--- src/lisplex_pkg.sv ---
// Shared types, codes and constants of the S-expression lexer.
package lisplex_pkg;

	localparam int POS_W       = 16;
	localparam int QUEUE_DEPTH = 4;
	localparam int QPTR_W      = $clog2(QUEUE_DEPTH);

	localparam logic [7:0] CH_LF    = 8'h0A;
	localparam logic [7:0] CH_QUOTE = 8'h22;
	localparam logic [7:0] CH_HASH  = 8'h23;
	localparam logic [7:0] CH_LPAR  = 8'h28;
	localparam logic [7:0] CH_RPAR  = 8'h29;
	localparam logic [7:0] CH_DOT   = 8'h2E;

	typedef enum logic [2:0] {
		MODE_IDLE    = 3'd0,
		MODE_COMMENT = 3'd1,
		MODE_INT     = 3'd2,
		MODE_DEC     = 3'd3,
		MODE_STR     = 3'd4,
		MODE_SYM     = 3'd5
	} lex_mode_t;

	typedef enum logic [2:0] {
		EV_BYTE   = 3'd0,
		EV_END    = 3'd1,
		EV_LBEGIN = 3'd2,
		EV_LEND   = 3'd3,
		EV_UNTERM = 3'd4,
		EV_BAD    = 3'd5
	} lex_event_t;

	typedef enum logic [2:0] {
		KIND_NONE = 3'd0,
		KIND_INT  = 3'd1,
		KIND_DEC  = 3'd2,
		KIND_STR  = 3'd3,
		KIND_SYM  = 3'd4
	} lex_kind_t;

	typedef struct packed {
		lex_event_t ev;
		lex_kind_t  kind;
		logic [7:0] ch;
	} lex_res_t;

	// One queue entry: the one or two results of one request.
	typedef struct packed {
		logic        two;
		lex_res_t    res0;
		lex_res_t    res1;
		logic [15:0] line;
		logic [15:0] col;
	} lex_entry_t;

	typedef struct packed {
		logic       valid;
		lex_entry_t entry;
	} lex_slot_t;

	// Clamp a position count to the 16-bit output field.
	function automatic logic [15:0] clamp_pos(input logic [POS_W-1:0] v);
		logic [POS_W+15:0] wide;
		wide = {16'b0, v};
		if (wide > (POS_W+16)'(17'h0FFFF))
			return 16'hFFFF;
		else
			return wide[15:0];
	endfunction

endpackage

--- src/lisplex_ifs.sv ---
// Valid/ready channel interfaces for source bytes and lexer results.
interface lisplex_in_if;
	logic       valid;
	logic       ready;
	logic [7:0] char_byte;
	logic       end_of_text;

	modport source(output valid, output char_byte, output end_of_text, input ready);
	modport sink(input valid, input char_byte, input end_of_text, output ready);
endinterface

interface lisplex_out_if;
	logic        valid;
	logic        ready;
	logic [2:0]  event_res;
	logic [2:0]  token_kind;
	logic [7:0]  char_value;
	logic [15:0] line_number;
	logic [15:0] column_number;
	logic        last;

	modport source(output valid, output event_res, output token_kind, output char_value,
		output line_number, output column_number, output last, input ready);
	modport sink(input valid, input event_res, input token_kind, input char_value,
		input line_number, input column_number, input last, output ready);
endinterface

--- src/lisplex_front.sv ---
// Front end: accept bytes, track mode and position, build result entries.
module lisplex_front
	import lisplex_pkg::*;
(
	input  logic          clk,
	input  logic          arst_n,
	lisplex_in_if.sink    chars,
	input  logic          full,
	output lex_slot_t     push
);

	lex_mode_t        mode_q, mode_d;
	logic [POS_W-1:0] line_q, line_d;
	logic [POS_W-1:0] col_q, col_d;
	logic             accept;

	function automatic logic is_space(input logic [7:0] c);
		return (c == 8'h20) || (c inside {[8'h09:8'h0D]});
	endfunction

	function automatic logic is_digit(input logic [7:0] c);
		return c inside {[8'h30:8'h39]};
	endfunction

	function automatic logic is_graph(input logic [7:0] c);
		return c inside {[8'h21:8'h7E]};
	endfunction

	assign chars.ready = !full;
	assign accept      = chars.valid && !full;

	always_comb begin
		logic [7:0] c;
		logic       fresh;
		logic       s_valid;
		lex_res_t   s_res;
		lex_mode_t  s_mode;
		lex_res_t   r0;
		lex_res_t   r1;
		logic [1:0] n;

		c       = chars.char_byte;
		fresh   = 1'b0;
		s_valid = 1'b0;
		s_res   = '{ev: EV_BYTE, kind: KIND_NONE, ch: 8'h00};
		s_mode  = MODE_IDLE;
		r0      = '{ev: EV_BYTE, kind: KIND_NONE, ch: 8'h00};
		r1      = r0;
		n       = 2'd0;
		mode_d  = mode_q;
		line_d  = line_q;
		col_d   = col_q;

		if (chars.end_of_text) begin
			mode_d = MODE_IDLE;
			case (mode_q)
				MODE_INT: begin
					r0 = '{ev: EV_END, kind: KIND_INT, ch: 8'h00};
					n  = 2'd1;
				end
				MODE_DEC: begin
					r0 = '{ev: EV_END, kind: KIND_DEC, ch: 8'h00};
					n  = 2'd1;
				end
				MODE_SYM: begin
					r0 = '{ev: EV_END, kind: KIND_SYM, ch: 8'h00};
					n  = 2'd1;
				end
				MODE_STR: begin
					r0 = '{ev: EV_UNTERM, kind: KIND_NONE, ch: 8'h00};
					n  = 2'd1;
				end
				default: ;
			endcase
		end else begin
			// Positions follow every real byte, saturating.
			if (c == CH_LF) begin
				if (line_q != {POS_W{1'b1}})
					line_d = line_q + POS_W'(1);
				col_d = '0;
			end else if (col_q != {POS_W{1'b1}}) begin
				col_d = col_q + POS_W'(1);
			end

			case (mode_q)
				MODE_COMMENT: begin
					if (c == CH_LF)
						mode_d = MODE_IDLE;
				end
				MODE_STR: begin
					n = 2'd1;
					if (c == CH_QUOTE) begin
						r0     = '{ev: EV_END, kind: KIND_STR, ch: 8'h00};
						mode_d = MODE_IDLE;
					end else begin
						r0 = '{ev: EV_BYTE, kind: KIND_STR, ch: c};
					end
				end
				MODE_INT: begin
					n = 2'd1;
					if (is_digit(c)) begin
						r0 = '{ev: EV_BYTE, kind: KIND_INT, ch: c};
					end else if (c == CH_DOT) begin
						r0     = '{ev: EV_BYTE, kind: KIND_DEC, ch: c};
						mode_d = MODE_DEC;
					end else begin
						r0    = '{ev: EV_END, kind: KIND_INT, ch: 8'h00};
						fresh = 1'b1;
					end
				end
				MODE_DEC: begin
					n = 2'd1;
					if (is_digit(c)) begin
						r0 = '{ev: EV_BYTE, kind: KIND_DEC, ch: c};
					end else begin
						r0    = '{ev: EV_END, kind: KIND_DEC, ch: 8'h00};
						fresh = 1'b1;
					end
				end
				MODE_SYM: begin
					n = 2'd1;
					if (!is_space(c) && c != CH_LPAR && c != CH_RPAR) begin
						r0 = '{ev: EV_BYTE, kind: KIND_SYM, ch: c};
					end else begin
						r0    = '{ev: EV_END, kind: KIND_SYM, ch: 8'h00};
						fresh = 1'b1;
					end
				end
				default: fresh = 1'b1;
			endcase

			// A byte seen between tokens, or the one that just ended a token.
			if (fresh) begin
				if (is_space(c)) begin
					s_mode = MODE_IDLE;
				end else if (c == CH_HASH) begin
					s_mode = MODE_COMMENT;
				end else if (is_digit(c)) begin
					s_valid = 1'b1;
					s_res   = '{ev: EV_BYTE, kind: KIND_INT, ch: c};
					s_mode  = MODE_INT;
				end else if (c == CH_LPAR) begin
					s_valid = 1'b1;
					s_res   = '{ev: EV_LBEGIN, kind: KIND_NONE, ch: 8'h00};
				end else if (c == CH_RPAR) begin
					s_valid = 1'b1;
					s_res   = '{ev: EV_LEND, kind: KIND_NONE, ch: 8'h00};
				end else if (c == CH_QUOTE) begin
					s_mode = MODE_STR;
				end else if (is_graph(c)) begin
					s_valid = 1'b1;
					s_res   = '{ev: EV_BYTE, kind: KIND_SYM, ch: c};
					s_mode  = MODE_SYM;
				end else begin
					s_valid = 1'b1;
					s_res   = '{ev: EV_BAD, kind: KIND_NONE, ch: 8'h00};
				end
				mode_d = s_mode;
				if (s_valid) begin
					if (n == 2'd0) begin
						r0 = s_res;
						n  = 2'd1;
					end else begin
						r1 = s_res;
						n  = 2'd2;
					end
				end
			end
		end

		push.valid      = accept && (n != 2'd0);
		push.entry.two  = (n == 2'd2);
		push.entry.res0 = r0;
		push.entry.res1 = r1;
		push.entry.line = clamp_pos(line_d);
		push.entry.col  = clamp_pos(col_d);
	end

	always_ff @(posedge clk or negedge arst_n) begin
		if (!arst_n) begin
			mode_q <= MODE_IDLE;
			line_q <= POS_W'(1);
			col_q  <= '0;
		end else if (accept) begin
			mode_q <= mode_d;
			line_q <= line_d;
			col_q  <= col_d;
		end
	end

	// A comment body never yields a result.
	assert property (@(posedge clk) disable iff (!arst_n)
		(accept && !chars.end_of_text && mode_q == MODE_COMMENT) |-> !push.valid)
		else $error("result pushed from inside a comment");

endmodule

--- src/lisplex_queue.sv ---
// Small register FIFO of result entries between front and back end.
module lisplex_queue
	import lisplex_pkg::*;
(
	input  logic       clk,
	input  logic       arst_n,
	input  lex_slot_t  push,
	output logic       full,
	output lex_slot_t  head,
	input  logic       pop
);

	lex_entry_t        entries_q [QUEUE_DEPTH];
	logic [QPTR_W-1:0] wr_ptr_q;
	logic [QPTR_W-1:0] rd_ptr_q;
	logic [QPTR_W:0]   cnt_q;

	assign full       = (cnt_q == (QPTR_W+1)'(QUEUE_DEPTH));
	assign head.valid = (cnt_q != '0);
	assign head.entry = entries_q[rd_ptr_q];

	always_ff @(posedge clk) begin
		if (push.valid)
			entries_q[wr_ptr_q] <= push.entry;
	end

	always_ff @(posedge clk or negedge arst_n) begin
		if (!arst_n) begin
			wr_ptr_q <= '0;
			rd_ptr_q <= '0;
			cnt_q    <= '0;
		end else begin
			if (push.valid)
				wr_ptr_q <= (wr_ptr_q == QPTR_W'(QUEUE_DEPTH-1)) ? '0 : wr_ptr_q + QPTR_W'(1);
			if (pop)
				rd_ptr_q <= (rd_ptr_q == QPTR_W'(QUEUE_DEPTH-1)) ? '0 : rd_ptr_q + QPTR_W'(1);
			if (push.valid && !pop)
				cnt_q <= cnt_q + (QPTR_W+1)'(1);
			else if (!push.valid && pop)
				cnt_q <= cnt_q - (QPTR_W+1)'(1);
		end
	end

	assert property (@(posedge clk) disable iff (!arst_n) push.valid |-> !full)
		else $error("push into full queue");

	assert property (@(posedge clk) disable iff (!arst_n) pop |-> head.valid)
		else $error("pop from empty queue");

endmodule

--- src/lisplex_back.sv ---
// Back end: drain queue entries one result at a time into the output register.
module lisplex_back
	import lisplex_pkg::*;
(
	input  logic          clk,
	input  logic          arst_n,
	input  lex_slot_t     head,
	output logic          pop,
	lisplex_out_if.source tokens
);

	lex_res_t    res_q;
	logic [15:0] line_q;
	logic [15:0] col_q;
	logic        last_q;
	logic        valid_q;
	logic        idx_q;
	logic        load;
	logic        last_d;

	assign load   = head.valid && (!valid_q || tokens.ready);
	assign last_d = !head.entry.two || idx_q;
	assign pop    = load && last_d;

	always_ff @(posedge clk) begin
		if (load) begin
			res_q  <= idx_q ? head.entry.res1 : head.entry.res0;
			line_q <= head.entry.line;
			col_q  <= head.entry.col;
			last_q <= last_d;
		end
	end

	always_ff @(posedge clk or negedge arst_n) begin
		if (!arst_n) begin
			valid_q <= 1'b0;
			idx_q   <= 1'b0;
		end else begin
			valid_q <= load || (valid_q && !tokens.ready);
			if (load)
				idx_q <= !last_d;
		end
	end

	assign tokens.valid         = valid_q;
	assign tokens.event_res     = res_q.ev;
	assign tokens.token_kind    = res_q.kind;
	assign tokens.char_value    = res_q.ch;
	assign tokens.line_number   = line_q;
	assign tokens.column_number = col_q;
	assign tokens.last          = last_q;

	// Second result is pending only for a two-result entry still at the head.
	assert property (@(posedge clk) disable iff (!arst_n)
		idx_q |-> (head.valid && head.entry.two))
		else $error("second result selected without a two-result entry");

endmodule

--- src/lisp_token_lexer.sv ---
// Top level of the S-expression lexer: front end, entry queue and back end.
// Path: a request's results are written into the entry queue, then loaded into the output register.
// Throughput: one request per cycle while each yields at most one result and the queue is not
// full; a request that yields two results occupies the output register for both of them, and the
// four-entry queue between front and back end absorbs such bursts.
// Reset: mode idle, line one, column zero, queue and output register empty.
module lisp_token_lexer
	import lisplex_pkg::*;
(
	input  logic          clk,
	input  logic          arst_n,
	lisplex_in_if.sink    chars,
	lisplex_out_if.source tokens
);

	// Entry built by the front end for each request that yields results.
	lex_slot_t push;
	// Oldest entry waiting in the queue.
	lex_slot_t head;
	logic      full;
	logic      pop;

	// Classify each byte, advance mode and position, hold off when queue is full.
	lisplex_front u_front (
		.clk    (clk),
		.arst_n (arst_n),
		.chars  (chars),
		.full   (full),
		.push   (push)
	);

	// Decouple byte intake from result delivery.
	lisplex_queue u_queue (
		.clk    (clk),
		.arst_n (arst_n),
		.push   (push),
		.full   (full),
		.head   (head),
		.pop    (pop)
	);

	// Emit one result per cycle while the receiver is ready; drop an entry after its last result.
	lisplex_back u_back (
		.clk    (clk),
		.arst_n (arst_n),
		.head   (head),
		.pop    (pop),
		.tokens (tokens)
	);

endmodule

--- src/flat_wrapper.sv ---
// flat-port wrapper written by rule: the top's interface ports become plain ports
module lisp_token_lexer_flat import lisplex_pkg::*;
  (clk, arst_n, chars_valid, chars_char_byte, chars_end_of_text, chars_ready, tokens_valid, tokens_event_res, tokens_token_kind, tokens_char_value, tokens_line_number, tokens_column_number, tokens_last, tokens_ready);
  lisplex_in_if chars_i ();
  lisplex_out_if tokens_i ();
  input  logic clk;
  input  logic arst_n;
  input wire logic [$bits(chars_i.valid)-1:0] chars_valid;
  input wire logic [$bits(chars_i.char_byte)-1:0] chars_char_byte;
  input wire logic [$bits(chars_i.end_of_text)-1:0] chars_end_of_text;
  output wire logic [$bits(chars_i.ready)-1:0] chars_ready;
  output wire logic [$bits(tokens_i.valid)-1:0] tokens_valid;
  output wire logic [$bits(tokens_i.event_res)-1:0] tokens_event_res;
  output wire logic [$bits(tokens_i.token_kind)-1:0] tokens_token_kind;
  output wire logic [$bits(tokens_i.char_value)-1:0] tokens_char_value;
  output wire logic [$bits(tokens_i.line_number)-1:0] tokens_line_number;
  output wire logic [$bits(tokens_i.column_number)-1:0] tokens_column_number;
  output wire logic [$bits(tokens_i.last)-1:0] tokens_last;
  input wire logic [$bits(tokens_i.ready)-1:0] tokens_ready;
  assign chars_i.valid = chars_valid;
  assign chars_i.char_byte = chars_char_byte;
  assign chars_i.end_of_text = chars_end_of_text;
  assign chars_ready = chars_i.ready;
  assign tokens_valid = tokens_i.valid;
  assign tokens_event_res = tokens_i.event_res;
  assign tokens_token_kind = tokens_i.token_kind;
  assign tokens_char_value = tokens_i.char_value;
  assign tokens_line_number = tokens_i.line_number;
  assign tokens_column_number = tokens_i.column_number;
  assign tokens_last = tokens_i.last;
  assign tokens_i.ready = tokens_ready;
  lisp_token_lexer u_core (.clk(clk), .arst_n(arst_n), .chars(chars_i), .tokens(tokens_i));
endmodule
--- config.mk ---
export PLATFORM = sky130hd
export DESIGN_NAME = lisp_token_lexer_flat
export DESIGN_NICKNAME = d
export VERILOG_FILES = /design/src/lisplex_pkg.sv /design/src/lisplex_ifs.sv /design/src/lisplex_front.sv /design/src/lisplex_queue.sv /design/src/lisplex_back.sv /design/src/lisp_token_lexer.sv /design/src/flat_wrapper.sv
export SDC_FILE = /design/constraint.sdc
export NUM_CORES = 1
export LEC_CHECK = 0
export BUFFER_PORTS_ARGS = -buffer_cell sky130_fd_sc_hd__buf_2
export CAP_MARGIN = 10
export CORE_MARGIN = 4
export CORE_UTILIZATION = 51
export DETAILED_ROUTE_END_ITERATION = 8
export PLACE_DENSITY = 0.71
export SYNTH_ARGS = -nofsm -noshare
export SYNTH_HDL_FRONTEND = slang
export SYNTH_HIERARCHICAL = 1
export SYNTH_SLANG_ARGS = --single-unit
--- constraint.sdc ---
create_clock -name clk -period 3.5 [get_ports clk]
set_input_delay 0.35 -clock clk [delete_from_list [all_inputs] [get_ports clk]]
set_output_delay 0.35 -clock clk [all_outputs]
set_load 0.01 [all_outputs]
Word level (Yosys, flattened, before mapping). Memories as Yosys holds them, arrays and structs flattened. Index checks and enable logic that the tools add are counted.

Register bits: 91. Logic and storage cells: 152. RAM bits: 244. Output and inout bits: 49. Memories: 1.

Memories: u_core.u_queue.entries_q (depth 4, bits a word 61, read ports 1, clocked after Yosys merged registers in 0, write ports 1, line lisplex_queue.sv:13) `lex_entry_t entries_q [QUEUE_DEPTH];`.

Equal/unequal tests: 24. Reductions and logical operators: 32. $add $sub $neg: 6. Multiplexer cells: 69. $lt $le $gt $ge: 6.

Operators with widths (number): 14-bit 2-to-1 mux (16); 16-bit 2-to-1 mux (6); 12-bit 2-to-1 mux (5); 14-bit case mux with 4 select lines (1); 8-bit by 6-bit equality test with 1-bit output, second input constant (6); 12-bit case mux with 4 select lines (1); 3-bit 2-to-1 mux (15); 16-bit by 1-bit adder with 16-bit output, second input constant (2); 16-bit inequality test, second input constant (2); 8-bit by 6-bit greater-or-equal comparator with 1-bit output, second input constant (2); 1-bit 2-to-1 mux (16); 4-bit inequality test, second input constant (4); 8-bit by 6-bit inequality test with 1-bit output, second input constant (2); 2-bit 2-to-1 mux (7); 1-bit logical AND (12); 3-bit equality test, second input constant (3); 3-bit case mux with 3 select lines (1); 8-bit by 4-bit equality test with 1-bit output, second input constant (1); 8-bit by 4-bit greater-or-equal comparator with 1-bit output, second input constant (1); 8-bit by 4-bit less-or-equal comparator with 1-bit output, second input constant (1); 8-bit by 6-bit less-or-equal comparator with 1-bit output, second input constant (1); 8-bit by 7-bit less-or-equal comparator with 1-bit output, second input constant (1); 1-bit logical NOT (8); 2-bit equality test, second input constant (3); 14 further kinds (20).

Depth between registers and ports, before layout.
Depth after elaboration: 20. Mapped depth: 13. Mapped depth without buffers: 12.

Modules after synthesis. Netlist, hierarchy kept.

By module, submodules not included: lisplex_queue (times used 1, area an instance 9291.4 um^2, sequential area each 7502.2 um^2, cells an instance 356); lisplex_front (times used 1, area an instance 3234.4 um^2, sequential area each 877.1 um^2, cells an instance 415); lisplex_back (times used 1, area an instance 1729.2 um^2, sequential area each 1461.4 um^2, cells an instance 73).

Least setup slack after synthesis. OpenSTA, ideal clock, no wires.

Path type: input port to flip-flop. From: input chars_char_byte[6]. To: memory u_core/u_queue/entries_q[0][0] (netlist bit) (enable). Arrival time: 3746 ps. Slack: -671 ps. Cell stages on the path: 8. Path buffers: 1. Library setup time: 425 ps. Cell sequence: buf_2 -> or3_1 -> nor4b_1 -> a21oi_1 -> ha_1 -> nor4_1 -> nor3_1 -> and2_1.

RTL lines: from (decl) (line flat_wrapper.sv:9) `input wire logic [$bits(chars_i.char_byte)-1:0] chars_char_byte;`; to (decl) (line lisplex_queue.sv:13).

==> impl.org <==
** Pwr
- Maximum vdd ir drop :: 0.5099 mV
- Static leakage :: 5.605 nW
- After layout, the design draws a total of 12.07 mW.
- In this run the power density over the cells is 749.1 nW/µm².

** Clocking
- Total of cells resized after clock tree synthesis :: 0
- At the later pin of the worst-skew pair, clock insertion delay measures 0.50 ns.
- The clock net in this run drives a total of 335 sinks.
- CTS tree :: yes
- Clock input transition at the sequential cells of the worst setup and hold paths :: 0.06 ns
- In this run the number of H-tree levels came out at 2.
- TritonCTS created 34 clock buffers.
- Maximum count of clock buffers along a single path :: 3
- Root buffer selected by CTS :: sky130_fd_sc_hd__clkbuf_16

** Global routing
- Summed over all layers, the global routing overflow is 0.
- For this run, the total global-route usage over all layers was measured as 0.1810.
- Via count of the first global-routing pass :: 7730
- Entering global routing, the biggest net connects 63 pins.
- The initial antenna violation count was 0.
- Wire length of the first global-routing pass :: 43680 µm

** Place
- Detailed placement finished with a half-perimeter wire length of 17170 µm.
- Routability cong. :: 0.8395
- In this run the cell area measured after placement is 15040 µm².
- The count of buffers added on input and output ports is 61.
- Instance count after placement with tap cells included :: 1270

** Yosys
- Unique cell type count in the Yosys netlist :: 79
- Of all cell types, the one taking the most synthesized area is sky130_fd_sc_hd__edfxtp_1.
- Of the post-synthesis cell area, the dominant cell type holds 0.6130.
- In the post-synthesis netlist, the biggest area contributors are sky130_fd_sc_hd__edfxtp_1, sky130_fd_sc_hd__mux4_2, sky130_fd_sc_hd__dfrtp_1.
- After synthesis the cells add up to 14250 µm².
- For this run, the register share of the synthesized area comes to 0.6903.
- For this run, the number of Yosys warnings is 6.
- Commonest register cell after synthesis :: sky130_fd_sc_hd__edfxtp_1
- A synthesized cell averages 16.89 µm².
- Cells after Synth :: 844
- For this run, asynchronously set or reset flops after synthesis account for 0.1313.
- Post-synthesis sequential element count :: 335
- The synthesized design contains 291 enable-type register cells.

** Final layout
- Layout Cell Area excl Fill :: 16110 µm²
- Counting the fill cells in the layout gives 2006.
- Area of the multi-input gates :: 4074 µm²
- In the layout the commonest cells are sky130_fd_sc_hd__edfxtp_1, sky130_fd_sc_hd__buf_2, sky130_fd_sc_hd__nor2_1.
- Layout cells sized above 1 :: 0.2625
- Final cell count without fillers :: 1332
- Layout net count :: 958
- Area used by sequential logic in the layout :: 9846 µm²
- Compared with the post-synthesis result, the final layout area differs by 13.03%.
- At the end of the flow the core is filled with cells to 0.5912.
- Ant. Diodes :: 0
- Leaving out fill and tap cells, the most frequent cell in the layout is sky130_fd_sc_hd__edfxtp_1.

** Timing
- For this run, the top clock speed supported by timing is 320.0 MHz.
- Number of setup violations in the final report :: 0
- The number of pins with negative max-slew slack in the final report is 0.
- Total negative setup slack :: 0 ns
- Transition at the pin with the smallest max-transition slack :: 0.9609 ns
- In this run the tightest slew margin relative to its limit is 0.3594.
- Final setup skew :: 0.01947 ns
- Share of the clock period used by the worst path :: 0.8930
- The final-report hold violation count is 0.
- Minimum clock period after layout :: 3.125 ns
- Setup repair after global routing left no endpoint under its margin.

** Die
- The die is 175.2 µm tall.
- The die is 175.2 µm wide.
- The floorplan step defined a die boundary enclosing 30690 µm².
- In this run the standard cell core region covers 27250 µm².
- Initial Utilization :: 0.5231
- The initialized floorplan defines 60 standard-cell rows.
- # IOs :: 62

** Setup path
- Setup slack of the most critical reg-to-reg path :: 0.37 ns
- Crit path max-delay cell type :: sky130_fd_sc_hd__dfrtp_1
- The worst register-to-register path begins at u_core/u_front/mode_q[0].
- The number of cells on the worst reg-to-reg path is 13.
- Arrival time at the worst endpoint :: 3.54 ns
- The worst setup path is captured at a flop.
- The worst setup path is launched from a flop.
- At the worst endpoint, the required time is 3.92 ns.
- The critical path contains buffers and inverters numbering 3 combined.
- Worst Path Class, Setup :: reg -> reg
- Worst-path maximum fanout :: 9
- Endpoint of the lowest-slack register-to-register path :: u_core/u_queue/cnt_q[2]
- Family with the most delay on the worst path :: simple AND/OR/NAND/NOR gates
- Crit-path cells :: inv_1 > nand3_1 > a311o_1 > nor2_1 > nor4_1 > nor3_1 > buf_4 > ha_1 > inv_1 > fa_1 > xor2_1 > nor2_1 > xor2_1
- For this run, the slowest stage of the critical path takes 0.51 ns.

** Detailed routing
- In the final routed layout, each cell accounts on average for 20.41 µm.
- After detailed routing, the number of remaining DRC violations is 0.
- Via/cell ratio :: 5.711
- The final layout contains routed wiring with a total length of 27190 µm.
- The first TritonRoute pass finished after 5 iterations.
- Starting DRC count in detailed routing :: 783
- Vias :: 7607
- Antenna Violating Nets Remaining :: 0

** Run status
- Run status :: finished clean

** Worst hold path
- Type of the tightest min-delay check :: in -> reg
- Worst Hold Path EP :: u_core/u_back/tokens.valid
- The worst hold path begins at tokens_ready.
- The worst hold path was traced through 3 stages.

** Job
- Across the run, the number of max-cap violations was 0.
[layout make-up]
cell class	instances	area share
Clock buffer	48	0.05987
Clock inverter	13	0.006290
Inverter	14	0.003262
Multi-Input combinational cell	459	0.2529
Sequential cell	335	0.6111
Tap cell	372	0.02889
Timing Repair Buffer	91	0.03774
[kinds of logic (layout without fill, tap and decap cells)]
kind of cell               Yosys count  after routing  share of synthesized area
AOI/OAI and AO/OA                  103            103                    0.05231
adders and majority gates           10             10                   0.009304
and+or+nand+nor                    220            220                    0.08102
buffers and inverters               52            166                    0.02475
other                                1              3                  0.0002631
DFF                                335            335                     0.6903
muxes                               86             86                     0.1193
xor gates and xnor gates            37             37                    0.02273
[layer usage]
| layer | routed length, µm | track usage |
|---|---|---|
| met5 | 0 | 0 |
| met4 | 582 | 0.05008 |
| met3 | 1263 | 0.02618 |
| met2 | 13420 | 0.2987 |
| met1 | 11920 | 0.2556 |
[Yosys cell counts, types with 6 or more instances]
library cell	count
sky130_fd_sc_hd__mux4_2	58
sky130_fd_sc_hd__a21oi_1	18
sky130_fd_sc_hd__nor3_1	12
sky130_fd_sc_hd__nand3_1	15
sky130_fd_sc_hd__o31ai_1	7
sky130_fd_sc_hd__xor2_1	16
sky130_fd_sc_hd__clkbuf_1	12
sky130_fd_sc_hd__and4_1	7
sky130_fd_sc_hd__xnor2_1	21
sky130_fd_sc_hd__and3_1	6
sky130_fd_sc_hd__nor2_1	59
sky130_fd_sc_hd__buf_12	7
sky130_fd_sc_hd__ha_1	9
sky130_fd_sc_hd__and2_1	16
sky130_fd_sc_hd__o21ai_0	19
sky130_fd_sc_hd__edfxtp_1	291
sky130_fd_sc_hd__buf_2	14
sky130_fd_sc_hd__mux2_4	9
sky130_fd_sc_hd__dfrtp_1	43
sky130_fd_sc_hd__mux2_2	14
sky130_fd_sc_hd__nand4_1	12
sky130_fd_sc_hd__nand2b_1	10
sky130_fd_sc_hd__nand2_1	49
sky130_fd_sc_hd__inv_1	13
sky130_fd_sc_hd__nor2b_1	8
[flip-flops by register name, indices dropped and copies added (netlist names), 2 cells and up]
| register | cells |
|---|---|
| u_core/u_front/col_q | 16 |
| u_core/u_queue/rd_ptr_q | 2 |
| u_core/u_front/line_q | 16 |
| u_core/u_back/tokens.event_res | 3 |
| u_core/u_back/tokens.line_number | 16 |
| u_core/u_back/tokens.char_value | 8 |
| u_core/u_queue/cnt_q | 3 |
| u_core/u_back/tokens.column_number | 16 |
| u_core/u_queue/entries_q | 244 |
| u_core/u_back/tokens.token_kind | 3 |
| u_core/u_queue/wr_ptr_q | 2 |
| u_core/u_front/mode_q | 3 |
[worst min-delay path, cell delays in order]
cell	delay, ns
sky130_fd_sc_hd__buf_2	0.07
sky130_fd_sc_hd__nand2b_1	0.11
sky130_fd_sc_hd__nand2b_1	0.06
[metrics by stage]
| stage | setup WS [ns] | hold WS (ns) |
|---|---|---|
| after floorplan | -0.03525 | 0.05441 |
| after global placement | 0.1354 | 0.4730 |
| after detailed placement | 0.08635 | 0.4755 |
| after CTS | 0.4358 | 0.1049 |
| after global routing | 0.1564 | 0.1462 |
| final | 0.3746 | 0.1363 |
[report_power, final]
part | leakage [nW] | switching [mW] | internal (mW) | total (mW)
Sequential | 3.28 | 0.234 | 5.31 | 5.54
Combinational | 1.81 | 1.67 | 1.42 | 3.09
Clock | 0.523 | 1.43 | 2.01 | 3.44
[worst max-delay path by stage]
stage / slack [ns] / depth (start not counted) / startpoint / endpoint
floorplan: -0.04 / 8 / chars_char_byte[6] / u_core/u_queue/entries_q[2][0]
global placement: 0.14 / 14 / chars_char_byte[7] / u_core/u_queue/cnt_q[2]
detailed placement: 0.09 / 14 / chars_char_byte[7] / u_core/u_queue/cnt_q[2]
CTS: 0.44 / 13 / u_core/u_front/mode_q[0] / u_core/u_queue/cnt_q[2]
global route: 0.16 / 13 / u_core/u_front/mode_q[0] / u_core/u_queue/cnt_q[2]
finish: 0.37 / 13 / u_core/u_front/mode_q[0] / u_core/u_queue/cnt_q[2]
[what timing repair did]
item,in CTS,in global routing
endpoints found under the hold margin,33,0
hold buffers,1,0
setup buffers,0,0
(Power assumes the default switching activity.)
